==> src/sv/ppp_link_event_automaton_defines.svh <==
// Assertion macros shared by the link automaton.
`ifndef PPP_LINK_EVENT_AUTOMATON_DEFINES_SVH
`define PPP_LINK_EVENT_AUTOMATON_DEFINES_SVH

// Checked at every edge outside reset.
`define PPLE_ASSERT(lbl, prop, msg) \
  lbl: assert property (@(posedge clk_i) disable iff (!rst_ni) (prop)) else $error(msg);

// Checked at every edge, reset included.
`define PPLE_ASSERT_ALWAYS(lbl, prop, msg) \
  lbl: assert property (@(posedge clk_i) (prop)) else $error(msg);

`endif

==> src/sv/pple_pkg.sv <==
package pple_pkg;

  // Field and counter widths.
  localparam int CntW    = 15;
  localparam int StateW  = 4;
  localparam int ActionW = 4;
  localparam int CfgIdxW = 1;

  // Register reset values.
  localparam logic [CntW-1:0] MaxConfRst = 15'd10;
  localparam logic [CntW-1:0] MaxTermRst = 15'd2;

  // Configuration register indexes.
  localparam logic [CfgIdxW-1:0] CFG_MAX_CONFIGURE = 1'b0;
  localparam logic [CfgIdxW-1:0] CFG_MAX_TERMINATE = 1'b1;

  // Automaton states in RFC order.
  localparam logic [StateW-1:0] ST_INITIAL  = 4'd0;
  localparam logic [StateW-1:0] ST_STARTING = 4'd1;
  localparam logic [StateW-1:0] ST_CLOSED   = 4'd2;
  localparam logic [StateW-1:0] ST_STOPPED  = 4'd3;
  localparam logic [StateW-1:0] ST_CLOSING  = 4'd4;
  localparam logic [StateW-1:0] ST_STOPPING = 4'd5;
  localparam logic [StateW-1:0] ST_REQSENT  = 4'd6;
  localparam logic [StateW-1:0] ST_ACKRCVD  = 4'd7;
  localparam logic [StateW-1:0] ST_ACKSENT  = 4'd8;
  localparam logic [StateW-1:0] ST_OPENED   = 4'd9;

  // Event codes.
  localparam logic [ActionW-1:0] ACT_UP          = 4'd0;
  localparam logic [ActionW-1:0] ACT_DOWN        = 4'd1;
  localparam logic [ActionW-1:0] ACT_OPEN        = 4'd2;
  localparam logic [ActionW-1:0] ACT_CLOSE       = 4'd3;
  localparam logic [ActionW-1:0] ACT_TIMEOUT     = 4'd4;
  localparam logic [ActionW-1:0] ACT_RESET       = 4'd5;
  localparam logic [ActionW-1:0] ACT_REC_DEFAULT = 4'd6;
  localparam logic [ActionW-1:0] ACT_REC_PERSIST = 4'd7;
  localparam logic [ActionW-1:0] ACT_REC_PASSIVE = 4'd8;
  localparam logic [ActionW-1:0] ACT_AUTH_DONE   = 4'd9;

  // One input beat.
  typedef struct packed {
    logic [ActionW-1:0] action;
    logic               phy_ready;
    logic               phy_attached;
    logic               auth_pending;
  } in_t;

  // One result beat.
  typedef struct packed {
    logic [StateW-1:0] link_state;
    logic              send_conf_req;
    logic              send_term_req;
    logic              start_negotiation;
    logic              phy_up_req;
    logic              phy_down_req;
    logic              layer_up;
    logic              layer_down;
    logic              rearm_timer;
    logic              running;
    logic [CntW-1:0]   restarts_left;
    logic              status;
  } out_t;

  // Commands from the sequencer to the datapath.
  typedef struct packed {
    logic capture;
    logic exec;
  } cmd_t;

endpackage

==> src/sv/pple_ctrl.sv <==
module pple_ctrl (
  input  logic          clk_i,
  input  logic          rst_ni,
  input  logic          start_i,
  output logic          busy_o,
  output logic          done_o,
  output pple_pkg::cmd_t cmd_o
);

  localparam logic CtlIdle = 1'b0;
  localparam logic CtlExec = 1'b1;

  logic state_q, state_d;
  logic done_q, done_d;

  // Capture in idle, evaluate in the following cycle.
  always_comb begin
    state_d     = state_q;
    cmd_o       = '0;
    case (state_q)
      CtlIdle: begin
        if (start_i) begin
          cmd_o.capture = 1'b1;
          state_d       = CtlExec;
        end
      end
      CtlExec: begin
        cmd_o.exec = 1'b1;
        state_d    = CtlIdle;
      end
      default: state_d = CtlIdle;
    endcase
    done_d = cmd_o.exec;
  end

  always_ff @(posedge clk_i or negedge rst_ni) begin
    if (!rst_ni) begin
      state_q <= CtlIdle;
      done_q  <= 1'b0;
    end else begin
      state_q <= state_d;
      done_q  <= done_d;
    end
  end

  assign busy_o = (state_q == CtlExec);
  assign done_o = done_q;

endmodule

==> src/sv/pple_datapath.sv <==
module pple_datapath (
  input  logic                          clk_i,
  input  logic                          rst_ni,
  input  pple_pkg::cmd_t                cmd_i,
  input  pple_pkg::in_t                 in_i,
  input  logic                          cfg_we_i,
  input  logic [pple_pkg::CfgIdxW-1:0]  cfg_idx_i,
  input  logic [pple_pkg::CntW-1:0]     cfg_data_i,
  output pple_pkg::out_t                out_o
);

  // Working copy of the automaton while one event is evaluated.
  typedef struct packed {
    logic [pple_pkg::StateW-1:0] st;
    logic [pple_pkg::CntW-1:0]   cnt;
    logic                        per;
    logic                        pas;
    logic                        lup;
    logic                        conf;
    logic                        term;
    logic                        neg;
    logic                        phyup;
    logic                        phydn;
    logic                        lup_stb;
    logic                        ldn;
    logic                        rearm;
    logic                        status;
  } ev_t;

  logic [pple_pkg::StateW-1:0] st_q;
  logic [pple_pkg::CntW-1:0]   cnt_q;
  logic                        per_q, pas_q, lup_q;
  logic [pple_pkg::CntW-1:0]   max_conf_q, max_term_q;
  pple_pkg::in_t               in_q;
  pple_pkg::out_t              out_q, out_d;
  ev_t                         ev;

  // State change with the layer up and down side effects.
  function automatic ev_t go_state(ev_t e, logic [pple_pkg::StateW-1:0] ns, logic auth);
    ev_t r;
    r = e;
    if (e.st != pple_pkg::ST_OPENED && ns == pple_pkg::ST_OPENED && !auth) begin
      r.lup_stb = 1'b1;
      r.lup     = 1'b1;
    end
    if (e.st == pple_pkg::ST_OPENED && ns != pple_pkg::ST_OPENED) begin
      r.ldn = 1'b1;
      r.lup = 1'b0;
    end
    r.st = ns;
    return r;
  endfunction

  // Each request sent counts down, holding at zero.
  function automatic logic [pple_pkg::CntW-1:0] dec_sat(logic [pple_pkg::CntW-1:0] c);
    return (c != '0) ? c - pple_pkg::CntW'(1) : c;
  endfunction

  function automatic ev_t send_conf(ev_t e);
    ev_t r;
    r      = e;
    r.conf = 1'b1;
    r.cnt  = dec_sat(e.cnt);
    return r;
  endfunction

  function automatic ev_t send_term(ev_t e);
    ev_t r;
    r      = e;
    r.term = 1'b1;
    r.cnt  = dec_sat(e.cnt);
    return r;
  endfunction

  function automatic ev_t begin_neg(ev_t e, logic [pple_pkg::CntW-1:0] maxc, logic auth);
    ev_t r;
    r     = e;
    r.neg = 1'b1;
    r.cnt = maxc;
    r     = send_conf(r);
    r     = go_state(r, pple_pkg::ST_REQSENT, auth);
    return r;
  endfunction

  function automatic ev_t ev_open(ev_t e, logic ready, logic [pple_pkg::CntW-1:0] maxc,
                                  logic auth);
    ev_t r;
    r = e;
    case (e.st)
      pple_pkg::ST_INITIAL: begin
        r.phyup = 1'b1;
        if (ready) begin
          r = begin_neg(r, maxc, auth);
        end else begin
          r = go_state(r, pple_pkg::ST_STARTING, auth);
        end
      end
      pple_pkg::ST_CLOSED, pple_pkg::ST_STOPPED,
      pple_pkg::ST_CLOSING, pple_pkg::ST_STOPPING: begin
        r = begin_neg(r, maxc, auth);
      end
      default: r = e;
    endcase
    return r;
  endfunction

  // Evaluate the captured event against the current automaton.
  always_comb begin
    ev        = '0;
    ev.st     = st_q;
    ev.cnt    = cnt_q;
    ev.per    = per_q;
    ev.pas    = pas_q;
    ev.lup    = lup_q;
    case (in_q.action)
      pple_pkg::ACT_UP: begin
        if (ev.st == pple_pkg::ST_INITIAL) begin
          if (ev.per) begin
            ev = begin_neg(ev, max_conf_q, in_q.auth_pending);
          end
          if (ev.pas) begin
            ev = go_state(ev, pple_pkg::ST_STOPPED, in_q.auth_pending);
          end
        end else if (ev.st == pple_pkg::ST_STARTING) begin
          ev = begin_neg(ev, max_conf_q, in_q.auth_pending);
        end else if (ev.st == pple_pkg::ST_STOPPED && ev.per) begin
          ev = begin_neg(ev, max_conf_q, in_q.auth_pending);
        end
      end
      pple_pkg::ACT_DOWN: begin
        if (ev.per) begin
          ev       = go_state(ev, pple_pkg::ST_STARTING, in_q.auth_pending);
          ev.phyup = 1'b1;
        end else begin
          ev       = go_state(ev, pple_pkg::ST_INITIAL, in_q.auth_pending);
          ev.phydn = 1'b1;
        end
      end
      pple_pkg::ACT_OPEN: begin
        if (in_q.phy_attached) begin
          ev = ev_open(ev, in_q.phy_ready, max_conf_q, in_q.auth_pending);
        end
      end
      pple_pkg::ACT_CLOSE: begin
        if (in_q.phy_attached) begin
          ev.per = 1'b0;
          ev.pas = 1'b0;
          case (ev.st)
            pple_pkg::ST_INITIAL, pple_pkg::ST_STARTING: begin
              ev.phydn = 1'b1;
              ev       = go_state(ev, pple_pkg::ST_INITIAL, in_q.auth_pending);
            end
            pple_pkg::ST_CLOSED, pple_pkg::ST_STOPPED: begin
              ev.phydn = 1'b1;
              ev       = go_state(ev, pple_pkg::ST_CLOSED, in_q.auth_pending);
            end
            pple_pkg::ST_CLOSING, pple_pkg::ST_STOPPING: begin
              ev = go_state(ev, pple_pkg::ST_CLOSING, in_q.auth_pending);
            end
            default: begin
              ev.cnt = max_term_q;
              ev     = send_term(ev);
              ev     = go_state(ev, pple_pkg::ST_CLOSING, in_q.auth_pending);
            end
          endcase
        end
      end
      pple_pkg::ACT_TIMEOUT: begin
        case (ev.st)
          pple_pkg::ST_STOPPED: begin
            if (ev.per) begin
              ev = begin_neg(ev, max_conf_q, in_q.auth_pending);
            end
          end
          pple_pkg::ST_CLOSING: begin
            if (ev.cnt != '0) begin
              ev = send_term(ev);
            end else begin
              ev       = go_state(ev, pple_pkg::ST_CLOSED, in_q.auth_pending);
              ev.phydn = 1'b1;
            end
          end
          pple_pkg::ST_STOPPING: begin
            if (ev.cnt != '0) begin
              ev = send_term(ev);
            end else begin
              ev = go_state(ev, pple_pkg::ST_STOPPED, in_q.auth_pending);
              if (ev.per) begin
                ev.rearm = 1'b1;
              end else if (!ev.pas) begin
                ev.phydn = 1'b1;
              end
            end
          end
          pple_pkg::ST_REQSENT, pple_pkg::ST_ACKSENT: begin
            // Configure timer expiry: resend or give up.
            if (ev.cnt != '0 || ev.per) begin
              ev = send_conf(ev);
            end else begin
              ev = go_state(ev, pple_pkg::ST_STOPPED, in_q.auth_pending);
              if (!ev.pas) begin
                ev.phydn = 1'b1;
              end
            end
          end
          pple_pkg::ST_ACKRCVD: begin
            ev.cnt = max_conf_q;
            ev     = send_conf(ev);
            ev     = go_state(ev, pple_pkg::ST_REQSENT, in_q.auth_pending);
          end
          default: ev.st = st_q;
        endcase
      end
      pple_pkg::ACT_RESET: begin
        // The counter is kept; everything else returns to its reset value.
        if (ev.st == pple_pkg::ST_OPENED) begin
          ev.ldn = 1'b1;
        end
        ev.st  = pple_pkg::ST_INITIAL;
        ev.per = 1'b0;
        ev.pas = 1'b0;
        ev.lup = 1'b0;
      end
      pple_pkg::ACT_REC_DEFAULT: begin
        ev.per = 1'b0;
        ev.pas = 1'b0;
      end
      pple_pkg::ACT_REC_PERSIST: begin
        ev.per = 1'b1;
        ev.pas = 1'b0;
        if (in_q.phy_attached) begin
          ev = ev_open(ev, in_q.phy_ready, max_conf_q, in_q.auth_pending);
        end
      end
      pple_pkg::ACT_REC_PASSIVE: begin
        ev.pas = 1'b1;
        ev.per = 1'b0;
        if (ev.st == pple_pkg::ST_INITIAL && in_q.phy_attached && in_q.phy_ready) begin
          ev = go_state(ev, pple_pkg::ST_STOPPED, in_q.auth_pending);
        end
      end
      pple_pkg::ACT_AUTH_DONE: begin
        if (ev.st == pple_pkg::ST_OPENED) begin
          if (!ev.lup) begin
            ev.lup_stb = 1'b1;
            ev.lup     = 1'b1;
          end
        end else begin
          ev.status = 1'b1;
        end
      end
      default: ev.st = st_q;
    endcase
  end

  // Result beat assembled from the evaluated event.
  always_comb begin
    out_d.link_state        = ev.st;
    out_d.send_conf_req     = ev.conf;
    out_d.send_term_req     = ev.term;
    out_d.start_negotiation = ev.neg;
    out_d.phy_up_req        = ev.phyup;
    out_d.phy_down_req      = ev.phydn;
    out_d.layer_up          = ev.lup_stb;
    out_d.layer_down        = ev.ldn;
    out_d.rearm_timer       = ev.rearm;
    out_d.running           = (ev.st != pple_pkg::ST_INITIAL);
    out_d.restarts_left     = ev.cnt;
    out_d.status            = ev.status;
  end

  // Automaton state and configuration registers.
  always_ff @(posedge clk_i or negedge rst_ni) begin
    if (!rst_ni) begin
      st_q       <= pple_pkg::ST_INITIAL;
      cnt_q      <= '0;
      per_q      <= 1'b0;
      pas_q      <= 1'b0;
      lup_q      <= 1'b0;
      max_conf_q <= pple_pkg::MaxConfRst;
      max_term_q <= pple_pkg::MaxTermRst;
    end else begin
      if (cmd_i.exec) begin
        st_q  <= ev.st;
        cnt_q <= ev.cnt;
        per_q <= ev.per;
        pas_q <= ev.pas;
        lup_q <= ev.lup;
      end
      if (cfg_we_i) begin
        case (cfg_idx_i)
          pple_pkg::CFG_MAX_CONFIGURE: max_conf_q <= cfg_data_i;
          pple_pkg::CFG_MAX_TERMINATE: max_term_q <= cfg_data_i;
          default: max_conf_q <= max_conf_q;
        endcase
      end
    end
  end

  // Input and result payload registers.
  always_ff @(posedge clk_i) begin
    if (cmd_i.capture) begin
      in_q <= in_i;
    end
    if (cmd_i.exec) begin
      out_q <= out_d;
    end
  end

  assign out_o = out_q;

endmodule

==> src/sv/ppp_link_event_automaton.sv <==
// PPP link automaton for the non-packet events of RFC 1661. An event is taken
// when start is high while busy is low; busy then stays high for one cycle
// while the event is evaluated, and the result beat appears on out_o with
// done_o high for exactly one cycle after that. Results cannot be held off, so
// the receiver must take every beat in the cycle it is shown. Each event passes
// through the capture and evaluate steps of the sequencer; a new event may be
// started in the same cycle in which the previous result is shown.
// Configuration writes take effect at once and belong between events.
`include "ppp_link_event_automaton_defines.svh"

module ppp_link_event_automaton (
  input  logic                         clk_i,
  input  logic                         rst_ni,
  input  logic                         start,
  output logic                         busy,
  input  pple_pkg::in_t                in_i,
  output logic                         done_o,
  output pple_pkg::out_t               out_o,
  input  logic                         cfg_we_i,
  input  logic [pple_pkg::CfgIdxW-1:0] cfg_idx_i,
  input  logic [pple_pkg::CntW-1:0]    cfg_data_i
);

  pple_pkg::cmd_t cmd;

  // Event sequencer.
  pple_ctrl u_ctrl (
    .clk_i   (clk_i),
    .rst_ni  (rst_ni),
    .start_i (start),
    .busy_o  (busy),
    .done_o  (done_o),
    .cmd_o   (cmd)
  );

  // Automaton state, counter and event evaluation.
  pple_datapath u_datapath (
    .clk_i      (clk_i),
    .rst_ni     (rst_ni),
    .cmd_i      (cmd),
    .in_i       (in_i),
    .cfg_we_i   (cfg_we_i),
    .cfg_idx_i  (cfg_idx_i),
    .cfg_data_i (cfg_data_i),
    .out_o      (out_o)
  );

  // An accepted event is evaluated in the next cycle and shown in the one after.
  `PPLE_ASSERT(a_accept_busy, (start && !busy) |=> busy,
    "accepted event did not raise busy")
  `PPLE_ASSERT(a_busy_done, busy |=> (done_o && !busy),
    "evaluation gave no result beat")
  `PPLE_ASSERT(a_running,
    done_o |-> (out_o.running == (out_o.link_state != pple_pkg::ST_INITIAL)),
    "running flag disagrees with state")
  `PPLE_ASSERT(a_conf_state,
    (done_o && out_o.send_conf_req) |-> (out_o.link_state == pple_pkg::ST_REQSENT ||
      out_o.link_state == pple_pkg::ST_ACKSENT),
    "configure request outside a negotiating state")
  `PPLE_ASSERT_ALWAYS(a_rst_quiet, !rst_ni |-> !done_o, "result beat during reset")

endmodule
==> config.mk <==
export PLATFORM = sky130hd
export DESIGN_NAME = ppp_link_event_automaton
export DESIGN_NICKNAME = d
export VERILOG_FILES = /design/src/sv/pple_pkg.sv /design/src/sv/pple_ctrl.sv /design/src/sv/pple_datapath.sv /design/src/sv/ppp_link_event_automaton.sv
export VERILOG_INCLUDE_DIRS = /design/src /design/src/sv
export SDC_FILE = /design/constraint.sdc
export NUM_CORES = 1
export LEC_CHECK = 0
export BUFFER_PORTS_ARGS = -buffer_cell sky130_fd_sc_hd__buf_2
export CAP_MARGIN = 20
export CORE_MARGIN = 4
export CORE_UTILIZATION = 63
export CTS_BUF_LIST = sky130_fd_sc_hd__clkbuf_8 sky130_fd_sc_hd__clkbuf_16
export CTS_CLUSTER_DIAMETER = 60
export DETAILED_ROUTE_END_ITERATION = 16
export GPL_TIMING_DRIVEN = 0
export PLACE_DENSITY = 0.87
export SLEW_MARGIN = 20
export SYNTH_ARGS = -nofsm -noshare
export SYNTH_HDL_FRONTEND = slang
export SYNTH_SLANG_ARGS = --single-unit
==> constraint.sdc <==
create_clock -name clk_i -period 9.15 [get_ports clk_i]
set_clock_uncertainty 0.2 [all_clocks]
set_input_delay 0.4575 -clock clk_i [delete_from_list [all_inputs] [get_ports clk_i]]
set_output_delay 0.4575 -clock clk_i [all_outputs]
set_load 0.05 [all_outputs]
* After elaboration in Yosys (flattened, before gate mapping) *
Cells that the tools add are included.

cells by class
  add/sub/neg operators = 3
  equality and inequality tests = 37
  mux-type cells = 49
  bitwise gates (word level) = 4
  reduce and logical (&&, ||, !) cells = 24

operators by type and width
  cell                   count
  $mux 31                14
  $pmux 27 s5            1
  $pmux 31 s2            2
  $pmux 15 s7            1
  $pmux 30 s3            1
  $mux 30                2
  $mux 15                3
  $reduce_bool 15->1     3
  $sub 15x1->15 const B  3
  $pmux 5 s7             1
  $eq 4x3->1 const B     8
  $pmux 4 s8             1
  $mux 28                1
  $pmux 1 s8             3
  $eq 4x4->1 const B     5
  $pmux 4 s5             1
  $eq 4x2->1 const B     4
  $pmux 2 s8             1
  $mux 1                 14
  $ne 2x1->1 const B     7
  $reduce_and 14->1      1
  $reduce_and 11->1      1
  $reduce_and 10->1      1
  $reduce_or 2->1        5
  19 further kinds       33

word-level totals
  flip-flop bits (word level) = 89
  output and inout port bits = 31

* Longest topological paths before layout *
  depth after elaboration = 11
  depth in mapped cells = 12
  depth with buffers taken out = 9

* Hierarchy *
Synthesis repeated with hierarchy kept, for this count alone.

second synthesis, totals
  cells, all modules = 794
  area total of the unflattened synthesis = 6,796.5 um^2

modules (own cells, without submodules)
  module         instances  cells an instance  area each (um^2)
  pple_datapath  1          789                6,717.7
  pple_ctrl      1          5                  78.8

* Worst setup path before layout *
Ideal clock, no wire load.

  kind = register to register
  start point = reg u_datapath.max_conf_q[0] (netlist bit)
  end point = reg u_datapath.cnt_q[10] (netlist bit)
  setup time = 125 ps
  data arrival time = 2,541 ps
  required time = 8,825 ps
  slack = 6,284 ps
  stages on the path, launching flop included = 10
  path buffers = 0
  period minus slack after synthesis = 2,866 ps
  path through = dfrtp_1 > inv_1 > ha_1 > or3b_2 > nor3_1 > nand3_1 > xor2_1 > a21oi_1 > or4_4 > mux2_4

RTL lines
  element                 line                  RTL
  start, declared         pple_datapath.sv:33   logic [pple_pkg::CntW-1:0] max_conf_q, max_term_q;
  start signal, assigned  pple_datapath.sv:280  max_conf_q <= pple_pkg::MaxConfRst;
  start signal, assigned  pple_datapath.sv:292  pple_pkg::CFG_MAX_CONFIGURE: max_conf_q <= cfg_data_i;
  start signal, assigned  pple_datapath.sv:294  default: max_conf_q <= max_conf_q;
  end signal, assigned    pple_datapath.sv:285  cnt_q <= ev.cnt;
  end, declared           pple_datapath.sv:31   logic [pple_pkg::CntW-1:0] cnt_q;

==> reports/results.ini <==
[run_status]
status = finished, final reports clean

[synth]
yosysMostFrequentCell = nor2_1
synth-seq-cells = 89
yosysSeqAreaShare = 0.371
synth_top_cell_area_share = 0.197
synth_cells = 742
synth_edf_count = 35
synth_nets = 773
yosys_warnings = 0
avgSynthCellArea_um2 = 8.74
synth_ff_type = dfrtp_1
synth.largest_area_cell = dfrtp_1
synth_async_sr_flop_share = 0.607
synthTopCellsByArea = dfrtp_1, edfxtp_1, mux2_2
synth_area_um2 = 6480
ys_types = 85
yosys-top-cells-count = nor2_1, o21ai_0, a21oi_1

[cts]
numCtsBuffers = 9
htree_levels = 3
clk-insertion-delay-late_ps = 380
clkSlewWorstSetupHoldPaths_ps = 90
cts_setup_buffers = 0
tritoncts = built
cts_max_path_buffers = 2
cts_sinks = 89
cts-root-buf = clkbuf_8

[drt]
wl_per_cell_um = 24.5
drc_errors = 0
wirelength_um = 23200
drtPass1Iterations = 6
dr_total_vias = 6937
drtIter0Drc = 1063
via_per_inst = 7.31
detail-route-antenna-nets = 0

[worst_setup_path]
end_kind = flip-flop
worstPathRequired_ps = 9200
arrival_ps = 3640
startpoint_type = flip-flop
crit_type = flip-flop to flip-flop
critPathMaxFanout = 10

[power]
sw_frac_of_total = 0.438
pwr-share-clk = 0.189
power_switching_w = 0.000634
combPwrFrac = 0.423
total_power_w = 0.00145
pwr_density_cell_nw_per_um2 = 202
p_leak_nw = 2.72
p_int_w = 0.000813
seqPwrFrac = 0.389
vdd_drop_max_mv = 0.114

[timing]
finalHoldViolations = 0
timing.final.crit_share = 0.393
fin_crit_ps = 3590
setup_slack_ps = 5560
finalSetupTns_ps = 0
rsz0062_at_grt = no
maxSlewViolCount = 0
max_freq_ghz = 0.278
relSlewSlack = 0.359
tightestPinTransition_ps = 958
setup_viol = 0

[global_routing]
grt_pass1_vias = 6451
grtUsageMet3 = 0.105
grt.met1_usage = 0.538
antenna_found_initial = 0
grt_pass1_wl_um = 35700
busiest_layer = met2
grt_max_degree = 55
grt_usage = 0.395
grt_overflow_total = 0
grt_util_met2 = 0.602

[min_path]
hold_path_class = input pin to flip-flop

[final_layout]
design_area_um2 = 7150
nets = 842
final_layout_size_suffix_gt1_frac = 0.168
n_antenna_cell = 0
fin_cells = 949
syn_to_final_growth_pct = 10.2

[floorplan]
die_width_um = 109
die_y_um = 109
row_count = 36
io_pins = 58
fp.coreArea_um2 = 9910
dieArea_um2 = 12000
initial_core_util = 0.654

[flow_run]
maxCapViolCount = 0

[placement]
gp_congestion = 1.11
dpl.hpwl_um = 17100
port_buffers = 56
dpl_cell_area_um2 = 6950
post-place-ws_ps = 5780
dp_cells = 932

## cell usage in the layout, fill, tap and decap left out, types with 5 or more instances in the layout
master	netlist	final
nor2_1	69	69
buf_2	10	65
o21ai_0	54	54
a21oi_1	53	53
nand2_1	51	51
dfrtp_1	51	50
clkbuf_1	36	36
edfxtp_1	35	35
mux2_2	31	31
nor3_1	28	28
nand3_1	26	26
inv_1	20	23
o211ai_1	18	18
a31oi_1	14	14
xor2_1	12	12
nand2b_1	12	12
nor4_1	11	10
a211oi_1	10	10
clkbuf_8	0	10
nand4_1	9	9
a21o_1	8	8
nor2b_1	8	8
xnor2_1	8	8
mux2i_1	8	8
or3_1	7	7
o221ai_1	7	7
nor3b_1	5	5
and2_1	5	5
o22ai_1	5	5
a22oi_1	5	5
o31ai_1	5	5
a221oi_1	5	5
## power groups by stage
stage	Sequential, W	Combinational (W)	Clock (W)
after floorplan	0.000593	0.000372	0
after global placement	0.000559	0.000565	0
after detailed placement	0.000566	0.000579	0
after CTS	0.000558	0.000582	0.000271
after global routing	0.000570	0.000645	0.000287
final	0.000562	0.000612	0.000273
## final timing paths
| check | startpoint | end | slack, ps | depth (start not counted) |
|---|---|---|---|---|
| worst max-delay path | u_datapath.in_q[3] | u_datapath.out_o[15] | 5560 | 7 |
| worst min-delay path | in_i[5] | u_datapath.in_q[5] | 50 | 1 |
| worst max register to register | u_datapath.in_q[3] | u_datapath.out_o[15] | 5560 | 7 |
| worst min register to register | u_datapath.max_conf_q[1] | u_datapath.max_conf_q[1] | 360 | 2 |
| max in group asynchronous | rst_ni | u_ctrl.busy_o | 7760 | 2 |
| min in group asynchronous | rst_ni | u_datapath.max_term_q[5] | 500 | 2 |
## cells by family (layout without fill, tap and decap cells)
kind of cell,after synthesis,after routing,synth area share
fa+ha+maj,5,5,0.00926
buf+inv,73,147,0.0453
compound gates,243,243,0.253
mux,40,40,0.0685
simple gates,272,272,0.226
flops,89,89,0.371
xor+xnor,20,20,0.0270
## routing by layer
layer | vias up | wire (µm)
met5 | - | 0
met4 | 0 | 1120
met3 | 122 | 3330
met2 | 603 | 9890
met1 | 3244 | 8870
li1 | 2968 | -
## registers in the layout, summed over array words and instances (netlist names)
signal and cells:
u_datapath.max_term_q 15, u_datapath.st_q 4, u_datapath.lup_q 1, u_ctrl.done_o 1, u_datapath.pas_q 1, u_datapath.out_o 29, u_datapath.cnt_q 15, u_datapath.max_conf_q 15
u_datapath.per_q 1, u_ctrl.busy_o 1, u_datapath.in_q 6
## layout make-up
| type | instances | area, µm² |
|---|---|---|
| fillers | 773 | 2760 |
| multi-input cells | 580 | 3790 |
| repair buffers | 58 | 300 |
| clock inverters | 6 | 52.6 |
| inverters | 22 | 82.6 |
| flip-flops and latches | 89 | 2410 |
| plain buffers | 51 | 211 |
| well taps | 133 | 166 |
| clock buffers | 10 | 138 |
## per-stage QoR
stage,hold slack (ps),util
3_3_place_gp,335,0.699
4_1_cts,45.8,0.721
2_1_floorplan,-38.1,-
3_5_place_dp,338,0.701
6_report,51.5,0.721
5_1_grt,47.6,0.721
## critical path: stages, from the launching register on
cell	delay, ps
edfxtp_1	490
buf_2	240
nor4b_1	770
clkbuf_1	580
buf_1	550
o21ai_0	220
o2111ai_1	240
o21a_1	180
## repair_timing
action                    in CTS  in global routing
hold buffers                   1                  0
hold endpoints to repair      51                  0
gates resized for setup        0                  0
Note: power is estimated with default switching activity, not from simulation.
